[src/sha1_message_digest_top_defines.svh]
// Assertion macros for the RTL top level.
`ifndef SHA1_MESSAGE_DIGEST_TOP_DEFINES_SVH
`define SHA1_MESSAGE_DIGEST_TOP_DEFINES_SVH

`ifndef ASSERT_OFF
`define SHA1MD_ASSERT_IMPL(lbl, clk, rstn, ante, cons) \
    lbl: assert property (@(posedge clk) disable iff (!(rstn)) (ante) |-> (cons)) \
        else $error("sha1md assertion failed");
`define SHA1MD_ASSERT_NEXT(lbl, clk, rstn, ante, cons) \
    lbl: assert property (@(posedge clk) disable iff (!(rstn)) (ante) |=> (cons)) \
        else $error("sha1md assertion failed");
`else
`define SHA1MD_ASSERT_IMPL(lbl, clk, rstn, ante, cons)
`define SHA1MD_ASSERT_NEXT(lbl, clk, rstn, ante, cons)
`endif

`endif

[src/sha1md_pkg.sv]
package sha1md_pkg;

    localparam int BLOCK_WORDS  = 16;
    localparam int ROUNDS       = 80;
    localparam int DIGEST_WORDS = 5;
    localparam int CNT_W        = $clog2(BLOCK_WORDS + 1);
    localparam int RND_W        = $clog2(ROUNDS);
    localparam int IDX_W        = 3;

    localparam logic [31:0] SHA1_IV [DIGEST_WORDS] = '{
        32'h6745_2301, 32'hEFCD_AB89, 32'h98BA_DCFE, 32'h1032_5476, 32'hC3D2_E1F0
    };

    localparam logic [31:0] K_CH   = 32'h5A82_7999;
    localparam logic [31:0] K_PAR1 = 32'h6ED9_EBA1;
    localparam logic [31:0] K_MAJ  = 32'h8F1B_BCDC;
    localparam logic [31:0] K_PAR2 = 32'hCA62_C1D6;

    localparam logic [31:0] PAD_BYTE_MSB = 32'h8000_0000;

    typedef logic [1:0] t_phase;
    localparam t_phase PH_CH   = 2'd0;
    localparam t_phase PH_PAR1 = 2'd1;
    localparam t_phase PH_MAJ  = 2'd2;
    localparam t_phase PH_PAR2 = 2'd3;

    typedef struct packed {
        logic             absorb;
        logic             push_pad;
        logic             push_zero;
        logic             push_hi;
        logic             push_lo;
        logic             round;
        t_phase           phase;
        logic             add;
        logic             init;
        logic [IDX_W-1:0] out_idx;
    } t_cmd;

    typedef struct packed {
        logic blk_full;
        logic cnt14;
        logic fill_next;
    } t_status;

    function automatic logic [31:0] round_k(input t_phase ph);
        logic [31:0] k;
        unique case (ph)
            PH_CH:   k = K_CH;
            PH_PAR1: k = K_PAR1;
            PH_MAJ:  k = K_MAJ;
            default: k = K_PAR2;
        endcase
        return k;
    endfunction

    function automatic logic [31:0] round_f(input t_phase ph, input logic [31:0] b,
                                           input logic [31:0] c, input logic [31:0] d);
        logic [31:0] f;
        unique case (ph)
            PH_CH:   f = (b & c) | (~b & d);
            PH_MAJ:  f = (b & c) | (b & d) | (c & d);
            default: f = b ^ c ^ d;
        endcase
        return f;
    endfunction

endpackage

[src/sha1md_if.sv]
interface sha1md_in_if;
    logic        valid;
    logic        ready;
    logic [31:0] data_word;
    logic [2:0]  byte_count;
    logic        end_of_message;

    modport source (output valid, data_word, byte_count, end_of_message, input ready);
    modport sink   (input valid, data_word, byte_count, end_of_message, output ready);
endinterface

interface sha1md_out_if;
    logic        valid;
    logic        ready;
    logic [31:0] digest_word;
    logic [2:0]  word_index;
    logic        last_word;

    modport source (output valid, digest_word, word_index, last_word, input ready);
    modport sink   (input valid, digest_word, word_index, last_word, output ready);
endinterface

[src/sha1_message_digest_top.sv]
// SHA-1 hasher. Message bytes come in as big-endian 32-bit beats on i_msg
// (first byte in bits 31:24, byte_count valid bytes, end_of_message on the
// final beat, which may carry zero to four bytes). Bytes are packed into
// 64-byte blocks; a full block takes 80 compression rounds, one per clock,
// plus a fold into the chaining value. Input is taken one beat per clock
// while a block fills, and held off during compression and the fold, so
// the rate at which a message runs is
// set by the single shared round unit. After the final beat the block pads
// (0x80, zero fill, 64-bit bit count) and compresses once or twice more,
// then sends the five digest words on o_dig, index 0 first, last_word on
// index 4, and restarts from the initial hash value for the next message.
// No input is taken between the final beat and delivery of the fifth word.
`include "sha1_message_digest_top_defines.svh"

module sha1_message_digest_top
    import sha1md_pkg::*;
(
    input  logic         i_clk,
    input  logic         i_rst_n,
    sha1md_in_if.sink    i_msg,
    sha1md_out_if.source o_dig
);

    t_cmd    cmd;
    t_status st;
    logic    in_ready;
    logic    out_valid;

    // sequencer: absorb, rounds, padding, digest readout
    sha1md_ctrl u_ctrl (
        .i_clk       (i_clk),
        .i_rst_n     (i_rst_n),
        .i_in_valid  (i_msg.valid),
        .i_in_eom    (i_msg.end_of_message),
        .i_out_ready (o_dig.ready),
        .i_st        (st),
        .o_in_ready  (in_ready),
        .o_out_valid (out_valid),
        .o_cmd       (cmd)
    );

    // byte packer, schedule window, round logic, chaining value
    sha1md_dp u_dp (
        .i_clk         (i_clk),
        .i_rst_n       (i_rst_n),
        .i_cmd         (cmd),
        .i_data_word   (i_msg.data_word),
        .i_byte_count  (i_msg.byte_count),
        .o_st          (st),
        .o_digest_word (o_dig.digest_word)
    );

    assign i_msg.ready      = in_ready;
    assign o_dig.valid      = out_valid;
    assign o_dig.word_index = cmd.out_idx;
    assign o_dig.last_word  = (cmd.out_idx == IDX_W'(DIGEST_WORDS - 1));

    // input and output sides never open together
    `SHA1MD_ASSERT_IMPL(a_no_overlap, i_clk, i_rst_n, in_ready, !out_valid)
    // a full block is always compressed before more input is taken
    `SHA1MD_ASSERT_IMPL(a_full_blocks_input, i_clk, i_rst_n, st.blk_full, !in_ready)
    // delivering the last digest word returns to taking input
    `SHA1MD_ASSERT_NEXT(a_back_to_idle, i_clk, i_rst_n, out_valid && o_dig.ready && o_dig.last_word, in_ready)
    // rounds and pushes are never commanded together
    `SHA1MD_ASSERT_IMPL(a_round_excl, i_clk, i_rst_n, cmd.round, !(cmd.absorb || cmd.push_pad || cmd.push_zero || cmd.push_hi || cmd.push_lo))

endmodule

[src/sha1md_dp.sv]
module sha1md_dp
    import sha1md_pkg::*;
(
    input  logic        i_clk,
    input  logic        i_rst_n,
    input  t_cmd        i_cmd,
    input  logic [31:0] i_data_word,
    input  logic [2:0]  i_byte_count,
    output t_status     o_st,
    output logic [31:0] o_digest_word
);

    logic [31:0]      r_h [DIGEST_WORDS];   // chaining value
    logic [31:0]      r_x [DIGEST_WORDS];   // working a..e
    logic [31:0]      r_w [BLOCK_WORDS];    // schedule window, r_w[0] is W(t)
    logic [CNT_W-1:0] r_cnt;
    logic [31:0]      r_acc;                // partial word, unused bytes zero
    logic [1:0]       r_nacc;
    logic [63:0]      r_len;

    logic [2:0]  c_bytes;
    logic [31:0] c_mask;
    logic [2:0]  c_total;
    logic [55:0] c_comb;
    logic        c_absorb_push;
    logic        c_push;
    logic [31:0] c_push_word;
    logic [31:0] c_sched;
    logic [31:0] c_t;

    assign c_bytes = (i_byte_count > 3'd4) ? 3'd4 : i_byte_count;

    always_comb begin
        case (c_bytes)
            3'd0:    c_mask = 32'h0000_0000;
            3'd1:    c_mask = 32'hFF00_0000;
            3'd2:    c_mask = 32'hFFFF_0000;
            3'd3:    c_mask = 32'hFFFF_FF00;
            default: c_mask = 32'hFFFF_FFFF;
        endcase
    end

    assign c_total = {1'b0, r_nacc} + c_bytes;
    assign c_comb  = {r_acc, 24'h0} | ({i_data_word & c_mask, 24'h0} >> {r_nacc, 3'b000});
    assign c_absorb_push = i_cmd.absorb && (c_total >= 3'd4);

    always_comb begin
        c_push      = 1'b1;
        c_push_word = 32'h0;
        if (c_absorb_push) begin
            c_push_word = c_comb[55:24];
        end else if (i_cmd.push_pad) begin
            c_push_word = r_acc | (PAD_BYTE_MSB >> {r_nacc, 3'b000});
        end else if (i_cmd.push_hi) begin
            c_push_word = r_len[63:32];
        end else if (i_cmd.push_lo) begin
            c_push_word = r_len[31:0];
        end else if (!i_cmd.push_zero) begin
            c_push = 1'b0;
        end
    end

    // W(t+16) = rol1(W(t+13) ^ W(t+8) ^ W(t+2) ^ W(t))
    always_comb begin
        logic [31:0] x;
        x       = r_w[13] ^ r_w[8] ^ r_w[2] ^ r_w[0];
        c_sched = {x[30:0], x[31]};
    end

    assign c_t = {r_x[0][26:0], r_x[0][31:27]} + round_f(i_cmd.phase, r_x[1], r_x[2], r_x[3])
               + r_x[4] + round_k(i_cmd.phase) + r_w[0];

    always_ff @(posedge i_clk) begin
        if (c_push) begin
            for (int i = 0; i < BLOCK_WORDS - 1; i++) r_w[i] <= r_w[i+1];
            r_w[BLOCK_WORDS-1] <= c_push_word;
        end else if (i_cmd.round) begin
            for (int i = 0; i < BLOCK_WORDS - 1; i++) r_w[i] <= r_w[i+1];
            r_w[BLOCK_WORDS-1] <= c_sched;
        end
    end

    always_ff @(posedge i_clk) begin
        if (!i_rst_n || i_cmd.init) begin
            for (int i = 0; i < DIGEST_WORDS; i++) begin
                r_h[i] <= SHA1_IV[i];
                r_x[i] <= SHA1_IV[i];
            end
        end else if (i_cmd.add) begin
            for (int i = 0; i < DIGEST_WORDS; i++) begin
                r_h[i] <= r_h[i] + r_x[i];
                r_x[i] <= r_h[i] + r_x[i];
            end
        end else if (i_cmd.round) begin
            r_x[0] <= c_t;
            r_x[1] <= r_x[0];
            r_x[2] <= {r_x[1][1:0], r_x[1][31:2]};
            r_x[3] <= r_x[2];
            r_x[4] <= r_x[3];
        end
    end

    always_ff @(posedge i_clk) begin
        if (!i_rst_n || i_cmd.init) begin
            r_cnt  <= '0;
            r_acc  <= '0;
            r_nacc <= '0;
            r_len  <= '0;
        end else begin
            if (i_cmd.add) begin
                r_cnt <= '0;
            end else if (c_push) begin
                r_cnt <= r_cnt + 1'b1;
            end
            if (i_cmd.absorb) begin
                r_len <= r_len + {58'h0, c_bytes, 3'b000};
                if (c_total >= 3'd4) begin
                    r_acc  <= {c_comb[23:0], 8'h00};
                    r_nacc <= 2'(c_total - 3'd4);
                end else begin
                    r_acc  <= c_comb[55:24];
                    r_nacc <= c_total[1:0];
                end
            end else if (i_cmd.push_pad) begin
                r_acc  <= '0;
                r_nacc <= '0;
            end
        end
    end

    assign o_st.blk_full  = (r_cnt == CNT_W'(BLOCK_WORDS));
    assign o_st.cnt14     = (r_cnt == CNT_W'(BLOCK_WORDS - 2));
    assign o_st.fill_next = (r_cnt == CNT_W'(BLOCK_WORDS - 1)) && (c_total >= 3'd4);

    assign o_digest_word = r_h[i_cmd.out_idx];

endmodule

[src/sha1md_ctrl.sv]
module sha1md_ctrl
    import sha1md_pkg::*;
(
    input  logic    i_clk,
    input  logic    i_rst_n,
    input  logic    i_in_valid,
    input  logic    i_in_eom,
    input  logic    i_out_ready,
    input  t_status i_st,
    output logic    o_in_ready,
    output logic    o_out_valid,
    output t_cmd    o_cmd
);

    localparam logic [2:0] S_IDLE   = 3'd0;
    localparam logic [2:0] S_ROUND  = 3'd1;
    localparam logic [2:0] S_ADD    = 3'd2;
    localparam logic [2:0] S_PAD    = 3'd3;
    localparam logic [2:0] S_FILL   = 3'd4;
    localparam logic [2:0] S_LEN_HI = 3'd5;
    localparam logic [2:0] S_LEN_LO = 3'd6;
    localparam logic [2:0] S_OUT    = 3'd7;

    logic [2:0]       r_state, n_state;
    logic [RND_W-1:0] r_rnd, n_rnd;
    logic             r_final, n_final;
    logic             r_padded, n_padded;
    logic             r_last_blk, n_last_blk;
    logic [IDX_W-1:0] r_idx, n_idx;

    always_comb begin
        n_state    = r_state;
        n_rnd      = r_rnd;
        n_final    = r_final;
        n_padded   = r_padded;
        n_last_blk = r_last_blk;
        n_idx      = r_idx;
        o_cmd      = '0;
        o_cmd.out_idx = r_idx;
        o_in_ready  = 1'b0;
        o_out_valid = 1'b0;

        if (r_rnd < RND_W'(20))      o_cmd.phase = PH_CH;
        else if (r_rnd < RND_W'(40)) o_cmd.phase = PH_PAR1;
        else if (r_rnd < RND_W'(60)) o_cmd.phase = PH_MAJ;
        else                         o_cmd.phase = PH_PAR2;

        unique case (r_state)
            S_IDLE: begin
                o_in_ready = 1'b1;
                if (i_in_valid) begin
                    o_cmd.absorb = 1'b1;
                    n_final      = i_in_eom;
                    if (i_st.fill_next) begin
                        n_state = S_ROUND;
                        n_rnd   = '0;
                    end else if (i_in_eom) begin
                        n_state = S_PAD;
                    end
                end
            end
            S_ROUND: begin
                o_cmd.round = 1'b1;
                if (r_rnd == RND_W'(ROUNDS - 1)) begin
                    n_state = S_ADD;
                end else begin
                    n_rnd = r_rnd + 1'b1;
                end
            end
            S_ADD: begin
                o_cmd.add = 1'b1;
                if (r_last_blk) begin
                    n_state = S_OUT;
                    n_idx   = '0;
                end else if (r_final) begin
                    n_state = r_padded ? S_FILL : S_PAD;
                end else begin
                    n_state = S_IDLE;
                end
            end
            S_PAD: begin
                o_cmd.push_pad = 1'b1;
                n_padded       = 1'b1;
                n_state        = S_FILL;
            end
            S_FILL: begin
                if (i_st.blk_full) begin
                    n_state = S_ROUND;
                    n_rnd   = '0;
                end else if (i_st.cnt14) begin
                    n_state = S_LEN_HI;
                end else begin
                    o_cmd.push_zero = 1'b1;
                end
            end
            S_LEN_HI: begin
                o_cmd.push_hi = 1'b1;
                n_state       = S_LEN_LO;
            end
            S_LEN_LO: begin
                o_cmd.push_lo = 1'b1;
                n_last_blk    = 1'b1;
                n_state       = S_FILL;
            end
            S_OUT: begin
                o_out_valid = 1'b1;
                if (i_out_ready) begin
                    if (r_idx == IDX_W'(DIGEST_WORDS - 1)) begin
                        o_cmd.init = 1'b1;
                        n_final    = 1'b0;
                        n_padded   = 1'b0;
                        n_last_blk = 1'b0;
                        n_state    = S_IDLE;
                    end else begin
                        n_idx = r_idx + 1'b1;
                    end
                end
            end
            default: n_state = S_IDLE;
        endcase
    end

    always_ff @(posedge i_clk) begin
        if (!i_rst_n) begin
            r_state    <= S_IDLE;
            r_rnd      <= '0;
            r_final    <= 1'b0;
            r_padded   <= 1'b0;
            r_last_blk <= 1'b0;
            r_idx      <= '0;
        end else begin
            r_state    <= n_state;
            r_rnd      <= n_rnd;
            r_final    <= n_final;
            r_padded   <= n_padded;
            r_last_blk <= n_last_blk;
            r_idx      <= n_idx;
        end
    end

endmodule

[src/flat_wrapper.sv]
// flat-port wrapper written by rule: the top's interface ports become plain ports
module sha1_message_digest_top_flat import sha1md_pkg::*;
  (i_clk, i_rst_n, i_msg_valid, i_msg_data_word, i_msg_byte_count, i_msg_end_of_message, i_msg_ready, o_dig_valid, o_dig_digest_word, o_dig_word_index, o_dig_last_word, o_dig_ready);
  sha1md_in_if i_msg_i ();
  sha1md_out_if o_dig_i ();
  input  logic i_clk;
  input  logic i_rst_n;
  input wire logic [$bits(i_msg_i.valid)-1:0] i_msg_valid;
  input wire logic [$bits(i_msg_i.data_word)-1:0] i_msg_data_word;
  input wire logic [$bits(i_msg_i.byte_count)-1:0] i_msg_byte_count;
  input wire logic [$bits(i_msg_i.end_of_message)-1:0] i_msg_end_of_message;
  output wire logic [$bits(i_msg_i.ready)-1:0] i_msg_ready;
  output wire logic [$bits(o_dig_i.valid)-1:0] o_dig_valid;
  output wire logic [$bits(o_dig_i.digest_word)-1:0] o_dig_digest_word;
  output wire logic [$bits(o_dig_i.word_index)-1:0] o_dig_word_index;
  output wire logic [$bits(o_dig_i.last_word)-1:0] o_dig_last_word;
  input wire logic [$bits(o_dig_i.ready)-1:0] o_dig_ready;
  assign i_msg_i.valid = i_msg_valid;
  assign i_msg_i.data_word = i_msg_data_word;
  assign i_msg_i.byte_count = i_msg_byte_count;
  assign i_msg_i.end_of_message = i_msg_end_of_message;
  assign i_msg_ready = i_msg_i.ready;
  assign o_dig_valid = o_dig_i.valid;
  assign o_dig_digest_word = o_dig_i.digest_word;
  assign o_dig_word_index = o_dig_i.word_index;
  assign o_dig_last_word = o_dig_i.last_word;
  assign o_dig_i.ready = o_dig_ready;
  sha1_message_digest_top u_core (.i_clk(i_clk), .i_rst_n(i_rst_n), .i_msg(i_msg_i), .o_dig(o_dig_i));
endmodule
[config.mk]
export PLATFORM = sky130hd
export DESIGN_NAME = sha1_message_digest_top_flat
export DESIGN_NICKNAME = d
export VERILOG_FILES = /design/src/sha1md_pkg.sv /design/src/sha1md_if.sv /design/src/sha1_message_digest_top.sv /design/src/sha1md_dp.sv /design/src/sha1md_ctrl.sv /design/src/flat_wrapper.sv
export VERILOG_INCLUDE_DIRS = /design/src /design/src/src
export SDC_FILE = /design/constraint.sdc
export NUM_CORES = 2
export LEC_CHECK = 0
export BUFFER_PORTS_ARGS = -buffer_cell sky130_fd_sc_hd__clkbuf_2
export CAP_MARGIN = 0
export CORE_MARGIN = 3
export CORE_UTILIZATION = 64
export DETAILED_ROUTE_END_ITERATION = 8
export PLACE_DENSITY = 0.81
export SLEW_MARGIN = 20
export SYNTH_ARGS = -nofsm -noshare
export SYNTH_HDL_FRONTEND = slang
export SYNTH_SLANG_ARGS = --single-unit
[constraint.sdc]
create_clock -name i_clk -period 54.7 [get_ports i_clk]
set_input_delay 8.205 -clock i_clk [delete_from_list [all_inputs] [get_ports i_clk]]
set_output_delay 8.205 -clock i_clk [all_outputs]
set_load 0.05 [all_outputs]
==> results.rst <==
.. list-table::
   :header-rows: 1

   * - Metric
     - Value
   * - FILL cells
     - 5013
   * - Maximum clock rate
     - 0.0763 GHz
   * - Register area share after synthesis
     - 55.8%
   * - Number of DRC violations after detailed-routing iteration 0
     - 3929
   * - Clock skew
     - 0.0369 ns
   * - Count of buffers from port buffering
     - 77
   * - Count of final setup violators
     - 0
   * - Proportion of register bits with asynchronous set or reset after synthesis
     - 0%
   * - Largest stage delay on the critical path
     - 0.89 ns
   * - Height of the die
     - 283 um
   * - Total detailed-routing wirelength
     - 121 mm
   * - Initial Utilization
     - 65.3%
   * - Kind of cell adding the most delay to the critical path
     - buffers and inverters
   * - Critical Path Stages
     - 13
   * - Vias
     - 33200
   * - Run status
     - complete, but fails checks
   * - Arrival time at the worst endpoint
     - 13.40 ns
   * - Violated checks
     - design-rule violations
   * - Worst slew margin
     - 24.9%
   * - Number of distinct library cells after synthesis
     - 84
   * - Post-layout nets
     - 4434
   * - Number of cells traversed by the worst register-to-register path
     - 26
   * - Met3 demand-to-capacity share in global routing
     - 5.02%
   * - Worst hold path cell count
     - 0
   * - Root buffer selected by CTS
     - clkbuf_16
   * - Clock-pin transition on the worst setup and hold timing paths
     - 0.06 ns
   * - Antenna-violating nets left
     - 0
   * - Mean area per synthesized cell
     - 12.3 um^2
   * - Main synth FF type
     - edfxtp_1
   * - Required time at the endpoint of the critical path
     - 54.99 ns
   * - Bufs and invs on worst path
     - 6
   * - Fin. Hold Viols
     - 0
   * - Cell count after synthesis
     - 3988
   * - Number of enable-type register cells in the synthesized netlist
     - 832
   * - Cell type with the highest occurrence count on the critical path
     - buf_4
   * - Number of gates resized after cts
     - 0
   * - Max clock buf depth
     - 3
   * - Met2 demand-to-capacity share in global routing
     - 46.6%
   * - Area of the core
     - 75200 um^2
   * - Yosys reg bits
     - 951
   * - Net count after synthesis
     - 4362
   * - Met1 global-route usage
     - 42.9%
   * - CTS Sinks
     - 951
   * - Commonest cells after routing, fill and taps aside
     - edfxtp_1 (832), nor2_1 (324), a21oi_1 (258)
   * - Nature of the critical path endpoint
     - flip-flop
   * - Most common cell after layout, fill and taps aside
     - edfxtp_1
   * - Area growth, synth to finish
     - 9.57%
   * - Antenna violations before repair
     - 0
   * - Die W
     - 283 um
   * - Hold Path Class
     - flip-flop to flip-flop
   * - Depth of the CTS H-tree
     - 3
   * - Average vias per placed instance
     - 6.42
   * - Number of ports placed on the die boundary
     - 78
   * - Slew of the pin with the lowest slew margin
     - 1.13 ns
   * - Post-DP HPWL
     - 82.7 mm
   * - Pin count of the biggest net entering global routing
     - 205
   * - Post-CTS setup repair buffer count
     - 0
   * - Total Die Area
     - 80000 um^2
   * - Post-synth design cell area
     - 49100 um^2
   * - Ys Warns
     - 0
   * - Non-filler instance count after layout
     - 5164
   * - Number of cells in the design after placement
     - 4981
   * - Hold buffer count at cts
     - 0
   * - Overall Global Routing Usage
     - 29.9%
   * - Global-route wire length before repair
     - 186 mm
   * - Worst path cell trace
     - clkbuf_2, nor2b_1, ha_1, fa_1, xor2_1, buf_4, and2_1, nor2_1, o21ai_4, buf_4, buf_4, buf_4, buf_6
   * - Setup repair after global routing missed its margin
     - no
   * - Clock buffers created by TritonCTS
     - 96
   * - CP Max Fanout
     - 95
   * - Accumulated negative setup slack
     - 0 ns
   * - Proportion of layout cells with a drive suffix above 1
     - 9.15%
   * - Start point of the critical path
     - i_msg_byte_count[2]
   * - Crit path time final
     - 13.11 ns
   * - Detailed-route wire length per cell
     - 23.5 um
   * - Share of the clock period used by the worst path after layout
     - 24.0%
   * - GP Congestion
     - 0.955
   * - Final slew viol count
     - 0
   * - Critical-path cell with the highest stage delay
     - buf_4
   * - CTS tree
     - done
   * - Classification of the worst setup path
     - input port to flip-flop
   * - Via count of the first global-routing pass
     - 32100
   * - Max_cap viols
     - 0
   * - Skew-Pair Late Insertion Delay
     - 0.68 ns
   * - Hold path startpoint
     - u_core.u_dp.r_w[1][50]$_DFFE_PP_
   * - Sort of element at the start of the critical path
     - input port
   * - Remaining routing DRC violations
     - 6
   * - Number of detailed-routing iterations run before antenna repair
     - 9
   * - Total global routing overflow
     - 0
   * - # rows
     - 100
   * - Routing layer with the top usage in global route
     - met2
   * - Launch instance of the worst register-to-register path
     - u_core.u_ctrl.r_rnd[5]$_SDFFE_PN0P_
==> flip-flops by register name, summed over array words and instances, names as in the netlist, named ones only <==
name                      flops
u_core.u_dp.r_h             160
u_core.u_ctrl.r_padded        1
u_core.u_dp.r_cnt             5
u_core.u_dp.r_x             160
u_core.u_ctrl.r_final         1
u_core.u_dp.r_acc            32
u_core.u_dp.r_nacc            2
u_core.u_dp.r_len            61
u_core.u_ctrl.r_state         3
u_core.u_dp.r_w             512
u_core.u_ctrl.r_rnd           7
u_core.u_ctrl.r_idx           3
u_core.u_ctrl.r_last_blk      1
==> cell usage after synthesis (12+ instances only) <==
master | count | area (um^2)
a21o_1 | 165 | 1240
buf_1 | 24 | 90.1
clkbuf_1 | 116 | 435
a22o_1 | 36 | 315
nand4_1 | 27 | 169
a222oi_1 | 13 | 130
a211oi_1 | 27 | 203
edfxtp_1 | 832 | 25000
dfxtp_1 | 119 | 2380
nor2b_1 | 27 | 169
a21oi_1 | 259 | 1300
a31oi_1 | 28 | 175
xor2_1 | 114 | 998
and3_1 | 33 | 206
nor3_1 | 33 | 165
nor2_1 | 325 | 1220
inv_1 | 218 | 818
nand3_1 | 54 | 270
o21bai_1 | 23 | 173
o21a_1 | 87 | 653
and2_1 | 34 | 213
o211ai_1 | 12 | 90.1
a221o_1 | 29 | 290
a22oi_1 | 39 | 293
or3_1 | 28 | 175
xnor2_1 | 194 | 1700
or2_2 | 18 | 113
nand2b_1 | 50 | 313
fa_1 | 127 | 2540
mux2_2 | 43 | 484
ha_1 | 207 | 2590
nand2_1 | 250 | 938
o21ai_0 | 170 | 851
mux4_2 | 32 | 721
a221oi_1 | 17 | 149
mux2i_1 | 22 | 220
==> metal layers <==
metal	routed length, um	vias up
li1	-	14900
met1	49700	16300
met2	55700	1679
met3	11100	274
met4	4860	0
met5	0	-
==> through the flow <==
stage | setup slack, ns | hold slack (ns) | cell area (um^2) | util (%)
final | 41.59 | 0.400 | 53800 | 71.5
after global routing | 41.21 | 0.409 | 53800 | 71.5
after CTS | 41.38 | 0.397 | 53700 | 71.5
after detailed placement | 40.61 | 0.405 | 50600 | 67.2
after global placement | 40.81 | 0.400 | 50600 | 67.2
after floorplan | 16.01 | 0.400 | 49100 | -
==> path summary, 6_finish.rpt <==
kind	to	slack, ns
worst max-delay path	u_core.u_dp.r_w[1][236]$_DFFE_PP_	41.59
worst max register to register	u_core.u_dp.r_x[0][30]$_DFFE_PP_	46.49
worst min register to register	u_core.u_dp.r_w[1][18]$_DFFE_PP_	0.40
worst min-delay path	u_core.u_dp.r_w[1][18]$_DFFE_PP_	0.40
==> area by class of cell <==
| class | instances | area [um^2] | area share [%] |
|---|---|---|---|
| Clock buffer | 127 | 2590 | 4.82 |
| Multi-Input combinational cell | 2674 | 20400 | 37.9 |
| Clock inverter | 53 | 586 | 1.09 |
| Inverter | 220 | 826 | 1.54 |
| Antenna cell | 2 | 5.00 | 0.00931 |
| Tap cell | 1020 | 1280 | 2.37 |
| Timing Repair Buffer | 117 | 727 | 1.35 |
| Sequential cell | 951 | 27400 | 50.9 |
==> cells by family after synthesis <==
group                    share of synthesized area [%]
AO/OA/AOI/OAI                                     13.8
XOR/XNOR                                          5.50
adder cells (fa/ha/maj)                           10.5
buffers and inverters                             2.80
flip-flops                                        55.8
multiplexers                                      2.90
AND/OR/NAND/NOR                                   8.76
Power is left out: the tool's default activity adds up to more than one toggle a clock period on the data nets, which glitch-free logic cannot reach.
